--- src/sv/igna_pkg.sv ---
package igna_pkg;

    localparam int FW_BITS       = 6;
    localparam int FH_BITS       = 10;
    localparam int THR_BITS      = 4;
    localparam int ROW_BITS      = 10;
    localparam int OUT_COL_BITS  = 5;
    localparam int CFG_IDX_BITS  = 2;
    localparam int CFG_DATA_BITS = 10;
    localparam int NUM_BANKS     = 3;
    localparam int NUM_NBR       = 4;

    typedef logic [1:0]              bank_t;
    typedef logic [CFG_IDX_BITS-1:0] cfg_idx_t;

    localparam cfg_idx_t REG_FRAME_WIDTH      = cfg_idx_t'(0);
    localparam cfg_idx_t REG_FRAME_HEIGHT     = cfg_idx_t'(1);
    localparam cfg_idx_t REG_GLITCH_THRESHOLD = cfg_idx_t'(2);

    localparam logic [FW_BITS-1:0]  FW_RESET  = 6'd30;
    localparam logic [FH_BITS-1:0]  FH_RESET  = 10'd20;
    localparam logic [THR_BITS-1:0] THR_RESET = 4'd1;

    typedef enum logic [2:0] {
        ST_IDLE,
        ST_READ,
        ST_LOAD,
        ST_EVAL,
        ST_MEAN,
        ST_OUT
    } state_t;

    // Which pixel a result belongs to, relative to the request that caused it.
    typedef enum logic [1:0] {
        SLOT_UPPER,
        SLOT_LEFT,
        SLOT_SELF
    } slot_t;

    // Banks rotate 0 -> 1 -> 2 -> 0 as rows complete.
    function automatic bank_t bank_prev(bank_t b);
        bank_t p;
        case (b)
            2'd0:    p = 2'd2;
            2'd1:    p = 2'd0;
            default: p = 2'd1;
        endcase
        return p;
    endfunction

    function automatic bank_t bank_succ(bank_t b);
        bank_t s;
        case (b)
            2'd0:    s = 2'd1;
            2'd1:    s = 2'd2;
            default: s = 2'd0;
        endcase
        return s;
    endfunction

endpackage

--- src/sv/image_glitch_neighbor_average.sv ---
// Requests are taken one at a time (s_tready is high only in ST_IDLE). Each passes
// READ and LOAD, then EVAL, MEAN and OUT per result and a last EVAL back to idle, for
// n = 0..3 results (row 0: none, inner rows: one, last row: up to three); the single
// mean unit takes them in turn; a stall holds ST_OUT until the output register frees.
// Reset (aresetn low, synchronous): position, bank rotation, state and m_tvalid
// cleared, registers back to defaults; line stores are not cleared.
module image_glitch_neighbor_average #(
    parameter int MAX_WIDTH  = 32,
    parameter int LEVEL_BITS = 4,
    localparam int S_TDATA_W = ((LEVEL_BITS + 7) / 8) * 8,
    localparam int M_TDATA_W = ((LEVEL_BITS + igna_pkg::ROW_BITS
                                 + igna_pkg::OUT_COL_BITS + 7) / 8) * 8
) (
    input  logic                               aclk,
    input  logic                               aresetn,
    // input pixels
    input  logic                               s_tvalid,
    output logic                               s_tready,
    input  logic [S_TDATA_W-1:0]               s_tdata,   // pixel_level
    input  logic [0:0]                         s_tuser,   // frame_start
    // filtered pixels
    output logic                               m_tvalid,
    input  logic                               m_tready,
    output logic [M_TDATA_W-1:0]               m_tdata,   // filtered_level, out_row, out_col
    output logic [0:0]                         m_tuser,   // was_glitch
    output logic                               m_tlast,   // frame_last
    // register writes
    input  logic                               cfg_valid,
    output logic                               cfg_ready,
    input  igna_pkg::cfg_idx_t                 cfg_index,
    input  logic [igna_pkg::CFG_DATA_BITS-1:0] cfg_data
);

    localparam int COL_BITS = $clog2(MAX_WIDTH);
    // Wide enough for both the clamped width and the raw register.
    localparam int CMP_BITS = (COL_BITS + 1 > igna_pkg::FW_BITS) ? COL_BITS + 1
                                                                 : igna_pkg::FW_BITS;
    localparam int RB = igna_pkg::ROW_BITS;
    localparam int NN = igna_pkg::NUM_NBR;

    // ---------------------------------------------------------------- registers
    logic [igna_pkg::FW_BITS-1:0]  width_reg;
    logic [igna_pkg::FH_BITS-1:0]  height_reg;
    logic [igna_pkg::THR_BITS-1:0] thr_reg;

    assign cfg_ready = 1'b1;

    always_ff @(posedge aclk) begin
        if (!aresetn) begin
            width_reg  <= igna_pkg::FW_RESET;
            height_reg <= igna_pkg::FH_RESET;
            thr_reg    <= igna_pkg::THR_RESET;
        end else if (cfg_valid && cfg_ready) begin
            case (cfg_index)
                igna_pkg::REG_FRAME_WIDTH:      width_reg  <= cfg_data[igna_pkg::FW_BITS-1:0];
                igna_pkg::REG_FRAME_HEIGHT:     height_reg <= cfg_data[igna_pkg::FH_BITS-1:0];
                igna_pkg::REG_GLITCH_THRESHOLD: thr_reg    <= cfg_data[igna_pkg::THR_BITS-1:0];
                default: ;
            endcase
        end
    end

    // ------------------------------------------------------- frame geometry
    logic [CMP_BITS-1:0] fw_ext;
    logic [CMP_BITS-1:0] w_eff;
    logic [RB-1:0]       h_eff;

    always_comb begin
        fw_ext = CMP_BITS'(width_reg);
        if (fw_ext < CMP_BITS'(2)) begin
            w_eff = CMP_BITS'(2);
        end else if (fw_ext > CMP_BITS'(MAX_WIDTH)) begin
            w_eff = CMP_BITS'(MAX_WIDTH);
        end else begin
            w_eff = fw_ext;
        end
        h_eff = (height_reg < RB'(2)) ? RB'(2) : height_reg;
    end

    // ------------------------------------------------------------ state
    igna_pkg::state_t state_reg, state_next;
    igna_pkg::bank_t  cur_bank_reg, cur_bank_next;
    logic [RB-1:0]       row_reg, row_next;
    logic [COL_BITS-1:0] col_reg, col_next;

    // request held for the whole of its work
    logic [RB-1:0]       item_row_reg;
    logic [COL_BITS-1:0] item_col_reg;
    logic                item_left_reg;
    logic                item_left2_reg;
    logic                item_right_reg;
    logic                item_up2_reg;
    logic                item_lastcol_reg;
    logic [2:0]          mask_reg, mask_next;
    igna_pkg::slot_t     slot_reg, slot_pick;

    // last three pixels of the current row: hist0 is the request's own
    logic [LEVEL_BITS-1:0] hist0_reg, hist1_reg, hist2_reg;
    // above row around the column, and the row two above
    logic [LEVEL_BITS-1:0] al_reg, ac_reg, ar_reg, tw_reg;

    logic                  out_valid_reg, out_valid_next;
    logic [LEVEL_BITS-1:0] out_level_reg;
    logic [RB-1:0]         out_row_reg;
    logic [COL_BITS-1:0]   out_col_reg;
    logic                  out_glitch_reg;
    logic                  out_last_reg;

    // ----------------------------------------------------- request position
    logic                  accept;
    logic [LEVEL_BITS-1:0] pixel;
    logic                  restart;
    logic [RB-1:0]         r_c;
    logic [COL_BITS-1:0]   c_c;
    logic [CMP_BITS-1:0]   c_ext;
    logic                  last_col_c;
    logic                  last_row_c;
    logic                  has_left_c;
    logic                  has_right_c;

    assign s_tready = (state_reg == igna_pkg::ST_IDLE);
    assign accept   = s_tvalid && s_tready;
    assign pixel    = s_tdata[LEVEL_BITS-1:0];

    always_comb begin
        // frame_start or a position left outside a shrunk frame restarts at 0,0
        restart     = s_tuser[0] || (CMP_BITS'(col_reg) >= w_eff) || (row_reg >= h_eff);
        r_c         = restart ? '0 : row_reg;
        c_c         = restart ? '0 : col_reg;
        c_ext       = CMP_BITS'(c_c);
        last_col_c  = (c_ext == w_eff - CMP_BITS'(1));
        last_row_c  = (r_c == h_eff - RB'(1));
        has_left_c  = (c_c != '0);
        has_right_c = (c_ext + CMP_BITS'(1) < w_eff);
    end

    // ---------------------------------------------------------- line stores
    igna_pkg::bank_t       above_bank, two_bank;
    igna_pkg::bank_t       rd_bank_a, rd_bank_b;
    logic [COL_BITS-1:0]   rd_col_a, rd_col_b;
    logic [LEVEL_BITS-1:0] rd_data_a, rd_data_b;

    always_comb begin
        above_bank = igna_pkg::bank_prev(cur_bank_reg);
        two_bank   = igna_pkg::bank_prev(above_bank);
        if (state_reg == igna_pkg::ST_IDLE) begin
            // left and right of the column in the row above
            rd_bank_a = above_bank;
            rd_col_a  = has_left_c ? c_c - COL_BITS'(1) : c_c;
            rd_bank_b = above_bank;
            rd_col_b  = has_right_c ? c_c + COL_BITS'(1) : c_c;
        end else begin
            // straight above, and two rows up
            rd_bank_a = above_bank;
            rd_col_a  = item_col_reg;
            rd_bank_b = two_bank;
            rd_col_b  = item_col_reg;
        end
    end

    igna_line_mem #(
        .LEVEL_BITS (LEVEL_BITS),
        .MAX_WIDTH  (MAX_WIDTH)
    ) u_line_mem (
        .aclk      (aclk),
        .wr_en     (accept),
        .wr_bank   (cur_bank_reg),
        .wr_col    (c_c),
        .wr_data   (pixel),
        .rd_bank_a (rd_bank_a),
        .rd_col_a  (rd_col_a),
        .rd_bank_b (rd_bank_b),
        .rd_col_b  (rd_col_b),
        .rd_data_a (rd_data_a),
        .rd_data_b (rd_data_b)
    );

    // --------------------------------------------------------- mean unit
    logic                            ev_start;
    logic [LEVEL_BITS-1:0]           ev_center;
    logic [NN-1:0][LEVEL_BITS-1:0]   ev_nbr;       // left, right, up, down
    logic [NN-1:0]                   ev_ok;
    logic                            ev_glitch;
    logic [LEVEL_BITS-1:0]           ev_level;

    always_comb begin
        // lowest pending result first: pixel above, then left, then own
        if (mask_reg[0]) begin
            slot_pick = igna_pkg::SLOT_UPPER;
        end else if (mask_reg[1]) begin
            slot_pick = igna_pkg::SLOT_LEFT;
        end else begin
            slot_pick = igna_pkg::SLOT_SELF;
        end

        case (slot_pick)
            igna_pkg::SLOT_UPPER: begin
                ev_center = ac_reg;
                ev_nbr    = {hist0_reg, tw_reg, ar_reg, al_reg};
                ev_ok     = {1'b1, item_up2_reg, item_right_reg, item_left_reg};
            end
            igna_pkg::SLOT_LEFT: begin
                ev_center = hist1_reg;
                ev_nbr    = {hist0_reg, al_reg, hist0_reg, hist2_reg};
                ev_ok     = {1'b0, 1'b1, 1'b1, item_left2_reg};
            end
            igna_pkg::SLOT_SELF: begin
                ev_center = hist0_reg;
                ev_nbr    = {hist0_reg, ac_reg, hist0_reg, hist1_reg};
                ev_ok     = {1'b0, 1'b1, 1'b0, 1'b1};
            end
            default: begin
                ev_center = hist0_reg;
                ev_nbr    = {hist0_reg, hist0_reg, hist0_reg, hist0_reg};
                ev_ok     = '0;
            end
        endcase
    end

    igna_eval #(
        .LEVEL_BITS (LEVEL_BITS)
    ) u_eval (
        .aclk    (aclk),
        .aresetn (aresetn),
        .start   (ev_start),
        .center  (ev_center),
        .nbr     (ev_nbr),
        .nbr_ok  (ev_ok),
        .thr     (thr_reg),
        .glitch  (ev_glitch),
        .level   (ev_level)
    );

    // ------------------------------------------------------ sequencer
    logic out_load;

    always_comb begin
        state_next     = state_reg;
        cur_bank_next  = cur_bank_reg;
        row_next       = row_reg;
        col_next       = col_reg;
        mask_next      = mask_reg;
        ev_start       = 1'b0;
        out_load       = 1'b0;
        out_valid_next = out_valid_reg && !m_tready;

        case (state_reg)
            igna_pkg::ST_IDLE: begin
                if (accept) begin
                    state_next = igna_pkg::ST_READ;
                    mask_next  = {last_row_c && last_col_c,
                                  last_row_c && has_left_c,
                                  r_c != '0};
                    if (last_col_c) begin
                        col_next = '0;
                        row_next = last_row_c ? '0 : r_c + RB'(1);
                    end else begin
                        row_next = r_c;
                        col_next = c_c + COL_BITS'(1);
                    end
                end
            end
            igna_pkg::ST_READ: begin
                state_next = igna_pkg::ST_LOAD;
            end
            igna_pkg::ST_LOAD: begin
                state_next = igna_pkg::ST_EVAL;
            end
            igna_pkg::ST_EVAL: begin
                if (mask_reg == '0) begin
                    // request done; a finished row becomes the row above
                    state_next = igna_pkg::ST_IDLE;
                    if (item_lastcol_reg) begin
                        cur_bank_next = igna_pkg::bank_succ(cur_bank_reg);
                    end
                end else begin
                    ev_start   = 1'b1;
                    state_next = igna_pkg::ST_MEAN;
                    case (slot_pick)
                        igna_pkg::SLOT_UPPER: mask_next = mask_reg & 3'b110;
                        igna_pkg::SLOT_LEFT:  mask_next = mask_reg & 3'b101;
                        default:              mask_next = mask_reg & 3'b011;
                    endcase
                end
            end
            igna_pkg::ST_MEAN: begin
                state_next = igna_pkg::ST_OUT;
            end
            igna_pkg::ST_OUT: begin
                if (!out_valid_reg || m_tready) begin
                    out_load       = 1'b1;
                    out_valid_next = 1'b1;
                    state_next     = igna_pkg::ST_EVAL;
                end
            end
            default: begin
                state_next = igna_pkg::ST_IDLE;
            end
        endcase
    end

    always_ff @(posedge aclk) begin
        if (!aresetn) begin
            state_reg <= igna_pkg::ST_IDLE;
        end else begin
            state_reg <= state_next;
        end
    end

    always_ff @(posedge aclk) begin
        if (!aresetn) begin
            cur_bank_reg  <= '0;
            row_reg       <= '0;
            col_reg       <= '0;
            mask_reg      <= '0;
            out_valid_reg <= 1'b0;
        end else begin
            cur_bank_reg  <= cur_bank_next;
            row_reg       <= row_next;
            col_reg       <= col_next;
            mask_reg      <= mask_next;
            out_valid_reg <= out_valid_next;
        end
    end

    // payload registers
    always_ff @(posedge aclk) begin
        if (accept) begin
            item_row_reg     <= r_c;
            item_col_reg     <= c_c;
            item_left_reg    <= has_left_c;
            item_left2_reg   <= (c_c > COL_BITS'(1));
            item_right_reg   <= has_right_c;
            item_up2_reg     <= (r_c > RB'(1));
            item_lastcol_reg <= last_col_c;
            hist0_reg        <= pixel;
            hist1_reg        <= hist0_reg;
            hist2_reg        <= hist1_reg;
        end
        if (state_reg == igna_pkg::ST_READ) begin
            al_reg <= rd_data_a;
            ar_reg <= rd_data_b;
        end
        if (state_reg == igna_pkg::ST_LOAD) begin
            ac_reg <= rd_data_a;
            tw_reg <= rd_data_b;
        end
        if (ev_start) begin
            slot_reg <= slot_pick;
        end
        if (out_load) begin
            out_level_reg  <= ev_level;
            out_glitch_reg <= ev_glitch;
            out_row_reg    <= (slot_reg == igna_pkg::SLOT_UPPER) ? item_row_reg - RB'(1)
                                                                 : item_row_reg;
            out_col_reg    <= (slot_reg == igna_pkg::SLOT_LEFT) ? item_col_reg - COL_BITS'(1)
                                                                : item_col_reg;
            out_last_reg   <= (slot_reg == igna_pkg::SLOT_SELF);
        end
    end

    // ------------------------------------------------------------ outputs
    assign m_tvalid = out_valid_reg;
    assign m_tdata  = M_TDATA_W'({igna_pkg::OUT_COL_BITS'(out_col_reg), out_row_reg,
                                  out_level_reg});
    assign m_tuser  = out_glitch_reg;
    assign m_tlast  = out_last_reg;

endmodule

--- src/sv/igna_line_mem.sv ---
module igna_line_mem #(
    parameter int LEVEL_BITS = 4,
    parameter int MAX_WIDTH  = 32,
    localparam int COL_BITS  = $clog2(MAX_WIDTH)
) (
    input  logic                  aclk,
    input  logic                  wr_en,
    input  igna_pkg::bank_t       wr_bank,
    input  logic [COL_BITS-1:0]   wr_col,
    input  logic [LEVEL_BITS-1:0] wr_data,
    input  igna_pkg::bank_t       rd_bank_a,
    input  logic [COL_BITS-1:0]   rd_col_a,
    input  igna_pkg::bank_t       rd_bank_b,
    input  logic [COL_BITS-1:0]   rd_col_b,
    output logic [LEVEL_BITS-1:0] rd_data_a,
    output logic [LEVEL_BITS-1:0] rd_data_b
);

    // Three row banks; one write and two registered reads per cycle.
    logic [LEVEL_BITS-1:0] line_store_reg [igna_pkg::NUM_BANKS][MAX_WIDTH];
    logic [LEVEL_BITS-1:0] rd_data_a_reg;
    logic [LEVEL_BITS-1:0] rd_data_b_reg;

    always_ff @(posedge aclk) begin
        if (wr_en) begin
            line_store_reg[wr_bank][wr_col] <= wr_data;
        end
        rd_data_a_reg <= line_store_reg[rd_bank_a][rd_col_a];
        rd_data_b_reg <= line_store_reg[rd_bank_b][rd_col_b];
    end

    assign rd_data_a = rd_data_a_reg;
    assign rd_data_b = rd_data_b_reg;

endmodule

--- src/sv/igna_eval.sv ---
module igna_eval #(
    parameter int LEVEL_BITS = 4
) (
    input  logic                                       aclk,
    input  logic                                       aresetn,
    input  logic                                       start,
    input  logic [LEVEL_BITS-1:0]                      center,
    input  logic [igna_pkg::NUM_NBR-1:0][LEVEL_BITS-1:0] nbr,
    input  logic [igna_pkg::NUM_NBR-1:0]               nbr_ok,
    input  logic [igna_pkg::THR_BITS-1:0]              thr,
    output logic                                       glitch,
    output logic [LEVEL_BITS-1:0]                      level
);

    // Sum of up to five levels, mean by reciprocal multiply on a glitch, else the centre.
    localparam int SUM_BITS  = LEVEL_BITS + 3;
    localparam int DIF_BITS  = (LEVEL_BITS > igna_pkg::THR_BITS) ? LEVEL_BITS
                                                                 : igna_pkg::THR_BITS;
    localparam int SH        = SUM_BITS + 3;
    localparam int MUL_BITS  = SH + 1;
    localparam int PROD_BITS = SUM_BITS + MUL_BITS;

    localparam logic [MUL_BITS-1:0] RCP1 = MUL_BITS'(2 ** SH);
    localparam logic [MUL_BITS-1:0] RCP2 = MUL_BITS'(2 ** (SH - 1));
    localparam logic [MUL_BITS-1:0] RCP3 = MUL_BITS'((2 ** SH + 2) / 3);
    localparam logic [MUL_BITS-1:0] RCP4 = MUL_BITS'(2 ** (SH - 2));
    localparam logic [MUL_BITS-1:0] RCP5 = MUL_BITS'((2 ** SH + 4) / 5);

    logic [DIF_BITS-1:0]   dif_c [igna_pkg::NUM_NBR];
    logic                  hit_c;
    logic [SUM_BITS-1:0]   sum_c;
    logic [2:0]            cnt_c;

    logic                  v1_reg;
    logic                  hit_reg;
    logic [SUM_BITS-1:0]   sum_reg;
    logic [2:0]            cnt_reg;
    logic [LEVEL_BITS-1:0] ctr_reg;

    logic [MUL_BITS-1:0]   rcp_c;
    logic [PROD_BITS-1:0]  prod_c;

    logic                  glitch_reg;
    logic [LEVEL_BITS-1:0] level_reg;

    always_comb begin
        hit_c = 1'b0;
        sum_c = SUM_BITS'(center);
        cnt_c = 3'd1;
        for (int i = 0; i < igna_pkg::NUM_NBR; i++) begin
            dif_c[i] = (nbr[i] > center) ? DIF_BITS'(nbr[i]) - DIF_BITS'(center)
                                         : DIF_BITS'(center) - DIF_BITS'(nbr[i]);
            if (nbr_ok[i]) begin
                hit_c = hit_c | (dif_c[i] > DIF_BITS'(thr));
                sum_c = sum_c + SUM_BITS'(nbr[i]);
                cnt_c = cnt_c + 3'd1;
            end
        end
    end

    always_ff @(posedge aclk) begin
        if (!aresetn) begin
            v1_reg <= 1'b0;
        end else begin
            v1_reg <= start;
        end
    end

    always_ff @(posedge aclk) begin
        if (start) begin
            hit_reg <= hit_c;
            sum_reg <= sum_c;
            cnt_reg <= cnt_c;
            ctr_reg <= center;
        end
    end

    always_comb begin
        case (cnt_reg)
            3'd2:    rcp_c = RCP2;
            3'd3:    rcp_c = RCP3;
            3'd4:    rcp_c = RCP4;
            3'd5:    rcp_c = RCP5;
            default: rcp_c = RCP1;
        endcase
        prod_c = PROD_BITS'(sum_reg) * PROD_BITS'(rcp_c);
    end

    always_ff @(posedge aclk) begin
        if (v1_reg) begin
            glitch_reg <= hit_reg;
            level_reg  <= hit_reg ? prod_c[SH +: LEVEL_BITS] : ctr_reg;
        end
    end

    assign glitch = glitch_reg;
    assign level  = level_reg;

endmodule

--- config.mk ---
export PLATFORM = sky130hd
export DESIGN_NAME = image_glitch_neighbor_average
export DESIGN_NICKNAME = d
export VERILOG_FILES = /design/src/sv/igna_pkg.sv /design/src/sv/image_glitch_neighbor_average.sv /design/src/sv/igna_line_mem.sv /design/src/sv/igna_eval.sv
export SDC_FILE = /design/constraint.sdc
export NUM_CORES = 1
export LEC_CHECK = 0
export BUFFER_PORTS_ARGS = -buffer_cell sky130_fd_sc_hd__buf_4
export CORE_MARGIN = 4
export CORE_UTILIZATION = 61
export DETAILED_ROUTE_END_ITERATION = 8
export PLACE_DENSITY = 0.78
export SYNTH_ARGS = -nofsm -noshare
export SYNTH_HDL_FRONTEND = slang
export SYNTH_SLANG_ARGS = --single-unit
--- constraint.sdc ---
create_clock -name aclk -period 6.6 [get_ports aclk]
set_clock_uncertainty 0.05 [all_clocks]
set_input_delay 0.66 -clock aclk [delete_from_list [all_inputs] [get_ports aclk]]
set_output_delay 0.66 -clock aclk [all_outputs]
set_load 0.02 [all_outputs]
* Yosys cells after proc, flatten, opt, wreduce, memory -nomap -nowiden
Memory sizes are Yosys's and may differ from the RTL's.
Cells that the tools add are included.
** Operators by class
- $add $sub $neg :: 23
- Multiply operators :: 1
- $lt $le $gt $ge :: 20
- Equality and inequality tests :: 26
- Muxes and demuxes :: 65
- Bitwise operators :: 6
- Reductions and logical operators :: 29
** Operators with widths (number)
- $mux W128 :: 1
- $mux W10 :: 5
- $pmux W11 S4 :: 1
- $bmux W4 S5 :: 2
- $mux W4 :: 10
- $pmux W12 S3 :: 1
- $mux W5 :: 7
- $gt A4 B4 Y1 :: 8
- $sub A4 B4 Y4 :: 8
- $mux W7 :: 4
- $mux W3 :: 8
- $add A7 B4 Y7 :: 3
- $demux W4 S5 :: 1
- $sub A10 B1 Y10 const B :: 2
- $ge A6 B6 Y1 const B :: 3
- $not A5 Y6 :: 3
- $pmux W3 S6 :: 1
- $reduce_and A5 Y1 :: 3
- $mul A7 B11 Y14 :: 1
- $eq A3 B2 Y1 const B :: 4
- $eq A3 B3 Y1 const B :: 4
- $mux W6 :: 2
- $ne A2 B2 Y1 const B :: 6
- $pmux W2 S2 :: 3
- 39 further kinds :: 79
** Word-level totals
- Bits in registers :: 144
- RAM bits :: 384
- Input bits :: 26
- Output and inout port bits :: 29
- Word-level logic and storage cells :: 211
- Memories :: 1
** Memories
- u_line_mem.line_store_reg :: words 3, bits a word 128, rd ports 2, clocked after Yosys merged registers in 0, wr ports 1, RTL line igna_line_mem.sv:20 : logic [LEVEL_BITS-1:0] line_store_reg [igna_pkg::NUM_BANKS][MAX_WIDTH];

* Depth between registers and ports, before layout
Gate-level depths: netlist (run 1).
- Depth after elaboration :: 15
- Depth in mapped cells :: 29
- Mapped depth without buffers :: 26

* Hierarchy
A second synthesis (run 1) with hierarchy kept.
** Unflattened totals
- Cells, all modules :: 2237
- Area total of the unflattened synthesis :: 29839.9 um2
** Modules (own cells, without submodules)
- igna_line_mem :: times used 1, cells an instance 1110, area an instance 18893.1 um2
- image_glitch_neighbor_average :: times used 1, cells an instance 651, area an instance 6381.1 um2
- igna_eval :: times used 1, cells an instance 476, area an instance 4565.6 um2

* Worst setup path after synthesis (run 1)
No wires, ideal clock.
- Path type :: reg-to-reg
- Start :: reg height_reg[6] in the netlist's numbering
- End :: reg u_line_mem.rd_data_b_reg[0], in the netlist u_line_mem.rd_data_b[0]
- Data arrival time :: 5.961 ns
- Data required time :: 6.464 ns
- Slack :: 0.503 ns
- Cell stages (with the launch flop) :: 30
- Period minus slack after synthesis :: 6.097 ns
- Cell sequence :: dfxtp_1 nor4_1 nand2_1 o21ai_1 inv_1 ha_1 nor3b_1 nor2_1 o21ai_2 nand4_1 inv_1 ha_1 clkbuf_1 nand3_1 xor2_1 nor2_1 ha_1 or3_1 o21ai_0 a21oi_1 inv_1 xnor2_1 o21ai_1 clkbuf_1 clkbuf_1 clkbuf_1 a21oi_1 a21oi_1 a21oi_1 a211oi_1
** Between the ends
- Word-level cells in the longest chain between the ends :: 13
** RTL lines
- from (decl) :: RTL line image_glitch_neighbor_average.sv:43 : logic [igna_pkg::FH_BITS-1:0] height_reg;
- from (signal assigned) :: RTL line image_glitch_neighbor_average.sv:51 : height_reg <= igna_pkg::FH_RESET;
- from (signal assigned) :: RTL line image_glitch_neighbor_average.sv:56 : igna_pkg::REG_FRAME_HEIGHT: height_reg <= cfg_data[igna_pkg::FH_BITS-1:0];
- $lt A10 B2 Y1 :: RTL line image_glitch_neighbor_average.sv:77 : h_eff = (height_reg < RB'(2)) ? RB'(2) : height_reg;
- $mux W10 * :: RTL line image_glitch_neighbor_average.sv:77
- $ge A10 B10 Y1 * :: RTL line image_glitch_neighbor_average.sv:127 : restart = s_tuser[0] || (CMP_BITS'(col_reg) >= w_eff) || (row_reg >= h_eff);
- $logic_or A1 B1 Y1 * :: RTL line image_glitch_neighbor_average.sv:127
- $mux W5 * :: RTL line image_glitch_neighbor_average.sv:129 : c_c = restart ? '0 : col_reg;
- net c_c[1] :: RTL line image_glitch_neighbor_average.sv:114 : logic [COL_BITS-1:0] c_c;
- $add A5 B1 Y6 * :: RTL line image_glitch_neighbor_average.sv:134 : has_right_c = (c_ext + CMP_BITS'(1) < w_eff);
- $lt A6 B6 Y1 * :: RTL line image_glitch_neighbor_average.sv:134
- net has_right_c :: RTL line image_glitch_neighbor_average.sv:119 : logic has_right_c;
- $mux W5 * :: RTL line image_glitch_neighbor_average.sv:151 : rd_col_b = has_right_c ? c_c + COL_BITS'(1) : c_c;
- $mux W5 * :: RTL line image_glitch_neighbor_average.sv:146 : if (state_reg == igna_pkg::ST_IDLE) begin
- $not A5 Y6 (not written as such) * :: RTL line igna_line_mem.sv:29 : rd_data_b_reg <= line_store_reg[rd_bank_b][rd_col_b];
- $bmux W4 S5 * :: RTL line igna_line_mem.sv:29
- $mux W4 (not written as such) * (2 in series) :: RTL line igna_line_mem.sv:29
- to (signal assigned) :: RTL line igna_line_mem.sv:29
- to (decl) :: RTL line igna_line_mem.sv:22 : logic [LEVEL_BITS-1:0] rd_data_b_reg;
Mark *: on every way through the listed nets, which the timed path passes. The rest lies on a longest branch. The select of a mux whose other input is x is not followed.
A chain may end at the register's enable or synchronous reset.

* Worst setup path after layout (run 1)
- Start :: reg height_reg[2] in the netlist's numbering
- End :: reg u_line_mem.rd_data_b_reg[0], in the netlist u_line_mem.rd_data_b[0]
Same word-level chain as after synthesis.

==> results of run 1 <==
area by class of cell:
class                      instances  area [um^2]
fill                            3649        16400
tap                              672          841
timing repair buffer             108          861
sequential                       528        15300
inverter                         103          387
multi-input combinational       2069        14600
clock buffer                      69         1440
clock inverter                    29          315
worst reg2reg max path: cells and delay by family (launching register included):
| kind | cells | cell delay, ps |
|---|---|---|
| XOR/XNOR | 2 | 390 |
| AO/OA/AOI/OAI | 9 | 1920 |
| AND/OR/NAND/NOR | 9 | 1580 |
| buffers and inverters | 5 | 1020 |
| adder cells (fa/ha/maj) | 3 | 740 |
| flip-flops | 1 | 340 |
kinds of logic after synthesis:
group | count (synthesis) | synth area share (%)
AND/OR/NAND/NOR | 949 | 13.9
AO/OA/AOI/OAI | 594 | 12.9
flip-flops | 528 | 49.4
buffers and inverters | 289 | 3.93
multiplexers | 282 | 9.87
adder cells (fa/ha/maj) | 168 | 7.85
XOR/XNOR | 70 | 2.07
other | 2 | 0.0242
worst paths after layout:
kind                                           endpoint               startpoint  slack [ps]  cells after the start
worst max register to register  u_line_mem.rd_data_b[0]            height_reg[2]         420                     28
worst max-delay path            u_line_mem.rd_data_b[0]            height_reg[2]         420                     28
worst min register to register                ac_reg[1]  u_line_mem.rd_data_a[1]         380                      0
worst min-delay path                          fw_ext[1]              cfg_data[1]         250                      3
synthesized netlist by cell type, types with 17 or more instances:
cell type / number
a21o_1: 22
a21oi_1: 137
nand2_1: 392
mux2_2: 30
and2_1: 35
nand4_1: 17
ha_1: 124
a221oi_1: 68
o21ai_0: 112
nand3_1: 44
a211oi_1: 85
mux2i_1: 236
dfxtp_1: 53
buf_2: 40
xnor2_1: 45
clkbuf_1: 107
edfxtp_1: 475
o21a_1: 17
o211ai_1: 36
nor3_1: 59
inv_1: 102
buf_1: 19
xor2_1: 23
fa_1: 44
nor2_1: 254
nor4_1: 24
nor2b_1: 51
report_power, final:
part	switching (mW)	total, mW	internal, mW
Combinational	1.89	3.03	1.14
Sequential	0.0677	3.83	3.76
Clock	1.31	3.05	1.74
Total	3.27	9.91	6.65
layout by cell type, fill, tap and decap left out, types with 14 or more instances in the layout:
master     count
dfxtp_1       51
mux4_2        16
o21ai_0      110
clkbuf_16     55
xor2_1        23
ha_1         124
inv_1        101
a31oi_1       14
mux2_2        30
edfxtp_1     475
and2_1        34
nor4_1        23
fa_1          44
o21a_1        17
a211oi_1      85
nor2_1       250
nand2_1      391
buf_4        103
a221oi_1      68
nand3_1       44
o21ai_1       14
nand4_1       17
nor3_1        59
mux2i_1      235
nor2b_1       50
a21o_1        22
xnor2_1       45
a21oi_1      135
o211ai_1      36
routing by layer:
metal / wire length, um / track usage [%] / up-vias
met1: 32500 / 41.3 / 11400
met5: 0 / 0 / -
li1: - / - / 10600
met3: 8910 / 5.46 / 284
met4: 4640 / 15.7 / 0
met2: 38900 / 48.5 / 1424
through the flow:
step / setup WS, ps / hold WS, ps / instances
final: 419 / 250 / 3578
after global routing: -3.65 / 242 / 3578
after CTS: 446 / 220 / 3577
after detailed placement: 523 / 370 / 3479
after global placement: 635 / 358 / 3479
after floorplan: 503 / 350 / 2886
repair_timing:
item / CTS / global route
endpoints found under the setup margin: 0 / 4
hold buffers: 0 / 0
resized for setup: 0 / 7
==> qor.csv, run 1 <==
metric;value;unit
status;completed;
syn_area_per_cell;10.8;um^2
yosysWarnings;0;
vias;23600;
required;7030;ps
synth_ff_type;edfxtp_1;
initial_core_util;61.8;%
grt-ovfl-total;0;
antenna_found_initial;0;
num_rows;82;
vias_per_cell;6.61;
ioPinCount;55;
grt_pass1_vias;23100;
synth_area_leaders;edfxtp_1, mux2i_1, ha_1;
fin_crit_sh;93.7;%
drtIter0Drc;3004;
cts_root_buffer;clkbuf_16;
die_h;233;um
path_delay_family;compound AO/OA/AOI/OAI gates;
tightest_slew;1190;ps
grt_pass1_wl;131;mm
ys_ff_latch;528;
p_leak;12.4;nW
fin_total_pwr;9.91;mW
dieArea;0.0545;mm^2
tns;0;ps
postCtsSetupBuffers;0;
crit_fanout;43;
synth_top_area_cell;edfxtp_1;
postSynthCellCount;2882;
finalNetCount;3056;
async_flop_share;0;%
clock_sinks;528;
htreeDepth;2;
cts_made_buffers;52;
stdcell_area;0.0337;mm^2
crit_type;flop to flop;
seq_area_frac_synth;49.4;%
arrival;6610;ps
drc;0;
place_congestion;1.01;
path_clk_slew;60;ps
clkLatencyLatePin;630;ps
setup_viol;0;
grt_max_degree;98;
synth_top_area_share;46.0;%
start_kind;flop;
fin_util;67.3;%
place_area;0.0319;mm^2
die_w;233;um
min_path_type;primary input to flop;
largest_reg_flops;384;
clockBufferDepth;3;
wl;85.0;mm
diodes;0;
fin_crit;6180;ps
cp_slowest_cell;a211oi_1;
hpwl;57.4;mm
wl_per_cell;23.8;um
relSlewSlack;20.5;%
synth-edff-count;475;
critPathBufInv;5;
cp-end-kind;flop;
yosys.cell_types.count;89;
vdd_drop_max;271;uV
firstDrtPassIters;7;
core;0.0502;mm^2
antenna_left;0;
finalHoldViolations;0;
max_freq;0.162;GHz
slowest_delay;430;ps
synth_area;0.0310;mm^2
maxCapViolCount;0;
io_buffers;44;
drv_slew;0;
drive_gt1_share;9.70;%
grtUsageTotal;30.8;%
p_per_area;294;mW/mm^2
syn2layout_area_growth;8.86;%
cts_tree;done;
Note: power is estimated with default switching activity, not from simulation.
==> inputs of run 2 (changes only) <==
--- a/config.mk
+++ b/config.mk
@@ -8,6 +8,7 @@
 export BUFFER_PORTS_ARGS = -buffer_cell sky130_fd_sc_hd__buf_4
 export CORE_MARGIN = 4
 export CORE_UTILIZATION = 61
+export CTS_BUF_LIST = sky130_fd_sc_hd__clkbuf_8
 export DETAILED_ROUTE_END_ITERATION = 8
 export PLACE_DENSITY = 0.78
 export SYNTH_ARGS = -nofsm -noshare
==> run 2 against run 1 <==
Against the previous run: sequential share of layout area grew 0.28 points; count of clock-buffer cells in the layout is 19 higher; core utilization is 0.42 points lower; routed wire length is essentially flat; die area did not move; critical endpoint is now u_line_mem.rd_data_b[3]; critical path type unchanged; maximum frequency is 1.2% lower; largest cell class unchanged.
==> qor.csv, run 2 (synthesized netlist as in run 1, its figures left out) <==
metric;value;unit;change
clkLatencyLatePin;710;ps;+80 ps
place_congestion;1.01;;unchanged
antenna_found_initial;0;;unchanged
ioPinCount;55;;unchanged
grt-ovfl-total;0;;unchanged
drive_gt1_share;10.5;%;+0.79 points
max_freq;0.160;GHz;-1.2%
initial_core_util;61.8;%;unchanged
p_leak;12.5;nW;+0.41%
clock_sinks;528;;unchanged
largest_reg_flops;384;;unchanged
tns;0;ps;unchanged
relSlewSlack;20.5;%;-0.070 points
cp-end-kind;flop;;
cts_root_buffer;clkbuf_8;;
holdBufCountCts;0;;unchanged
fin_crit_sh;94.8;%;+1.1 points
num_rows;82;;unchanged
rsz0062_at_grt;false;;
grt_pass1_wl;131;mm;about the same
maxCapViolCount;0;;unchanged
drv_slew;0;;unchanged
cts_made_buffers;86;;+65%
die_h;233;um;unchanged
status;completed;;
final_common_cell;edfxtp_1;;
drc;0;;unchanged
vias_per_cell;6.58;;-0.45%
required;7150;ps;+120 ps
die_w;233;um;unchanged
clockBufferDepth;3;;unchanged
arrival;6810;ps;+200 ps
firstDrtPassIters;6;;-1
grtUsageTotal;30.9;%;+0.099 points
finalNetCount;3089;;+1.1%
min_path_type;primary input to flop;;
path_clk_slew;70;ps;about the same
p_per_area;283;mW/mm^2;-3.6%
tightest_slew;1190;ps;+1.04 ps
grt_pass1_vias;23300;;+0.69%
dieArea;0.0545;mm^2;unchanged
cts_tree;done;;
reg2regPathDepth;27;;-3.6%
crit_type;flop to flop;;
drtIter0Drc;2964;;-1.3%
grt_max_degree;98;;unchanged
finalHoldViolations;0;;unchanged
syn2layout_area_growth;8.18;%;
fin_util;66.8;%;-0.42 points
crit_fanout;85;;+98%
postCtsSetupBuffers;0;;unchanged
fin_crit;6250;ps;+73.2 ps
start_kind;flop;;
wl;85.1;mm;about the same
vias;23900;;+1.2%
layout_common_cells;edfxtp_1, nand2_1, nor2_1, mux2i_1, a21oi_1;;
min_path_cells;3;;unchanged
setup_viol;0;;unchanged
hpwl;57.4;mm;unchanged
htreeDepth;3;;+1
vdd_drop_max;183;uV;-32%
wl_per_cell;23.4;um;-1.5%
io_buffers;44;;unchanged
antenna_left;0;;unchanged
core;0.0502;mm^2;unchanged
[run 2: report_power, final]
| part | switching [mW] | internal (mW) | total (mW) |
|---|---|---|---|
| Clock | 1.35 | 1.30 | 2.65 |
| Sequential | 0.0676 | 3.77 | 3.83 |
| Combinational | 1.87 | 1.13 | 3.01 |
| Total | 3.29 | 6.20 | 9.49 |
[run 2: timing repair]
| item | in CTS | in global routing |
|---|---|---|
| resized for setup | 0 | 2 |
| endpoints found under the setup margin | 0 | 2 |
| hold endpoints to repair | 0 | 0 |
[run 2: through the flow]
stage                     hold WS [ps]  area (um^2)  setup WS [ps]  total power [mW]  cells
after floorplan                    350        31000            503              5.99   2886
after global placement             358        31900            635              6.69   3479
after detailed placement           370        31900            523              6.82   3479
after CTS                          108        33500            419              9.44   3636
after global routing               133        33500           20.0              9.94   3636
final                              147        33500            346              9.49   3637
[run 2: worst paths after layout]
check | from | slack [ps] | to
min | cfg_data[1] | 150 | fw_ext[1]
min reg2reg | u_line_mem.rd_data_b[2] | 380 | tw_reg[2]
max reg2reg | fw_ext[2] | 350 | u_line_mem.rd_data_b[3]
max | fw_ext[2] | 350 | u_line_mem.rd_data_b[3]
[run 2: critical path, cell delays in order (launching register included)]
cell and delay [ps]:
dfxtp_1 350, nor3_1 300, nand2b_1 90, nand3_1 110
inv_1 70, ha_1 270, nor2b_1 110, o21ai_1 120
a41oi_4 450, nand4_2 270, inv_1 230, ha_1 210
nand3_1 110, xor2_1 210, nor2_1 70, ha_1 280
or3_1 100, o21ai_0 80, a21oi_1 330, inv_1 190
xnor2_1 240, o21ai_4 240, buf_12 370, mux2i_1 300
mux2i_1 110, mux2i_1 350, o32ai_1 160, a211oi_1 240
[run 2: cell type report]
class | instances | area, um^2
repair buffers | 107 | 845
fillers | 3694 | 16600
multi-input cells | 2069 | 14500
flip-flops and latches | 528 | 15300
clock inverters | 69 | 364
clock buffers | 88 | 1210
inverters | 103 | 387
diodes | 1 | 2.50
well taps | 672 | 841
[run 2: per-layer routing]
metal  vias up  routed length (um)  global-route usage (%)
met1     11500               32600                    41.3
met5         -                   0                       0
met3       283                9080                    6.38
li1      10700                   -                       -
met4         0                4020                    14.1
met2      1472               39300                    49.0
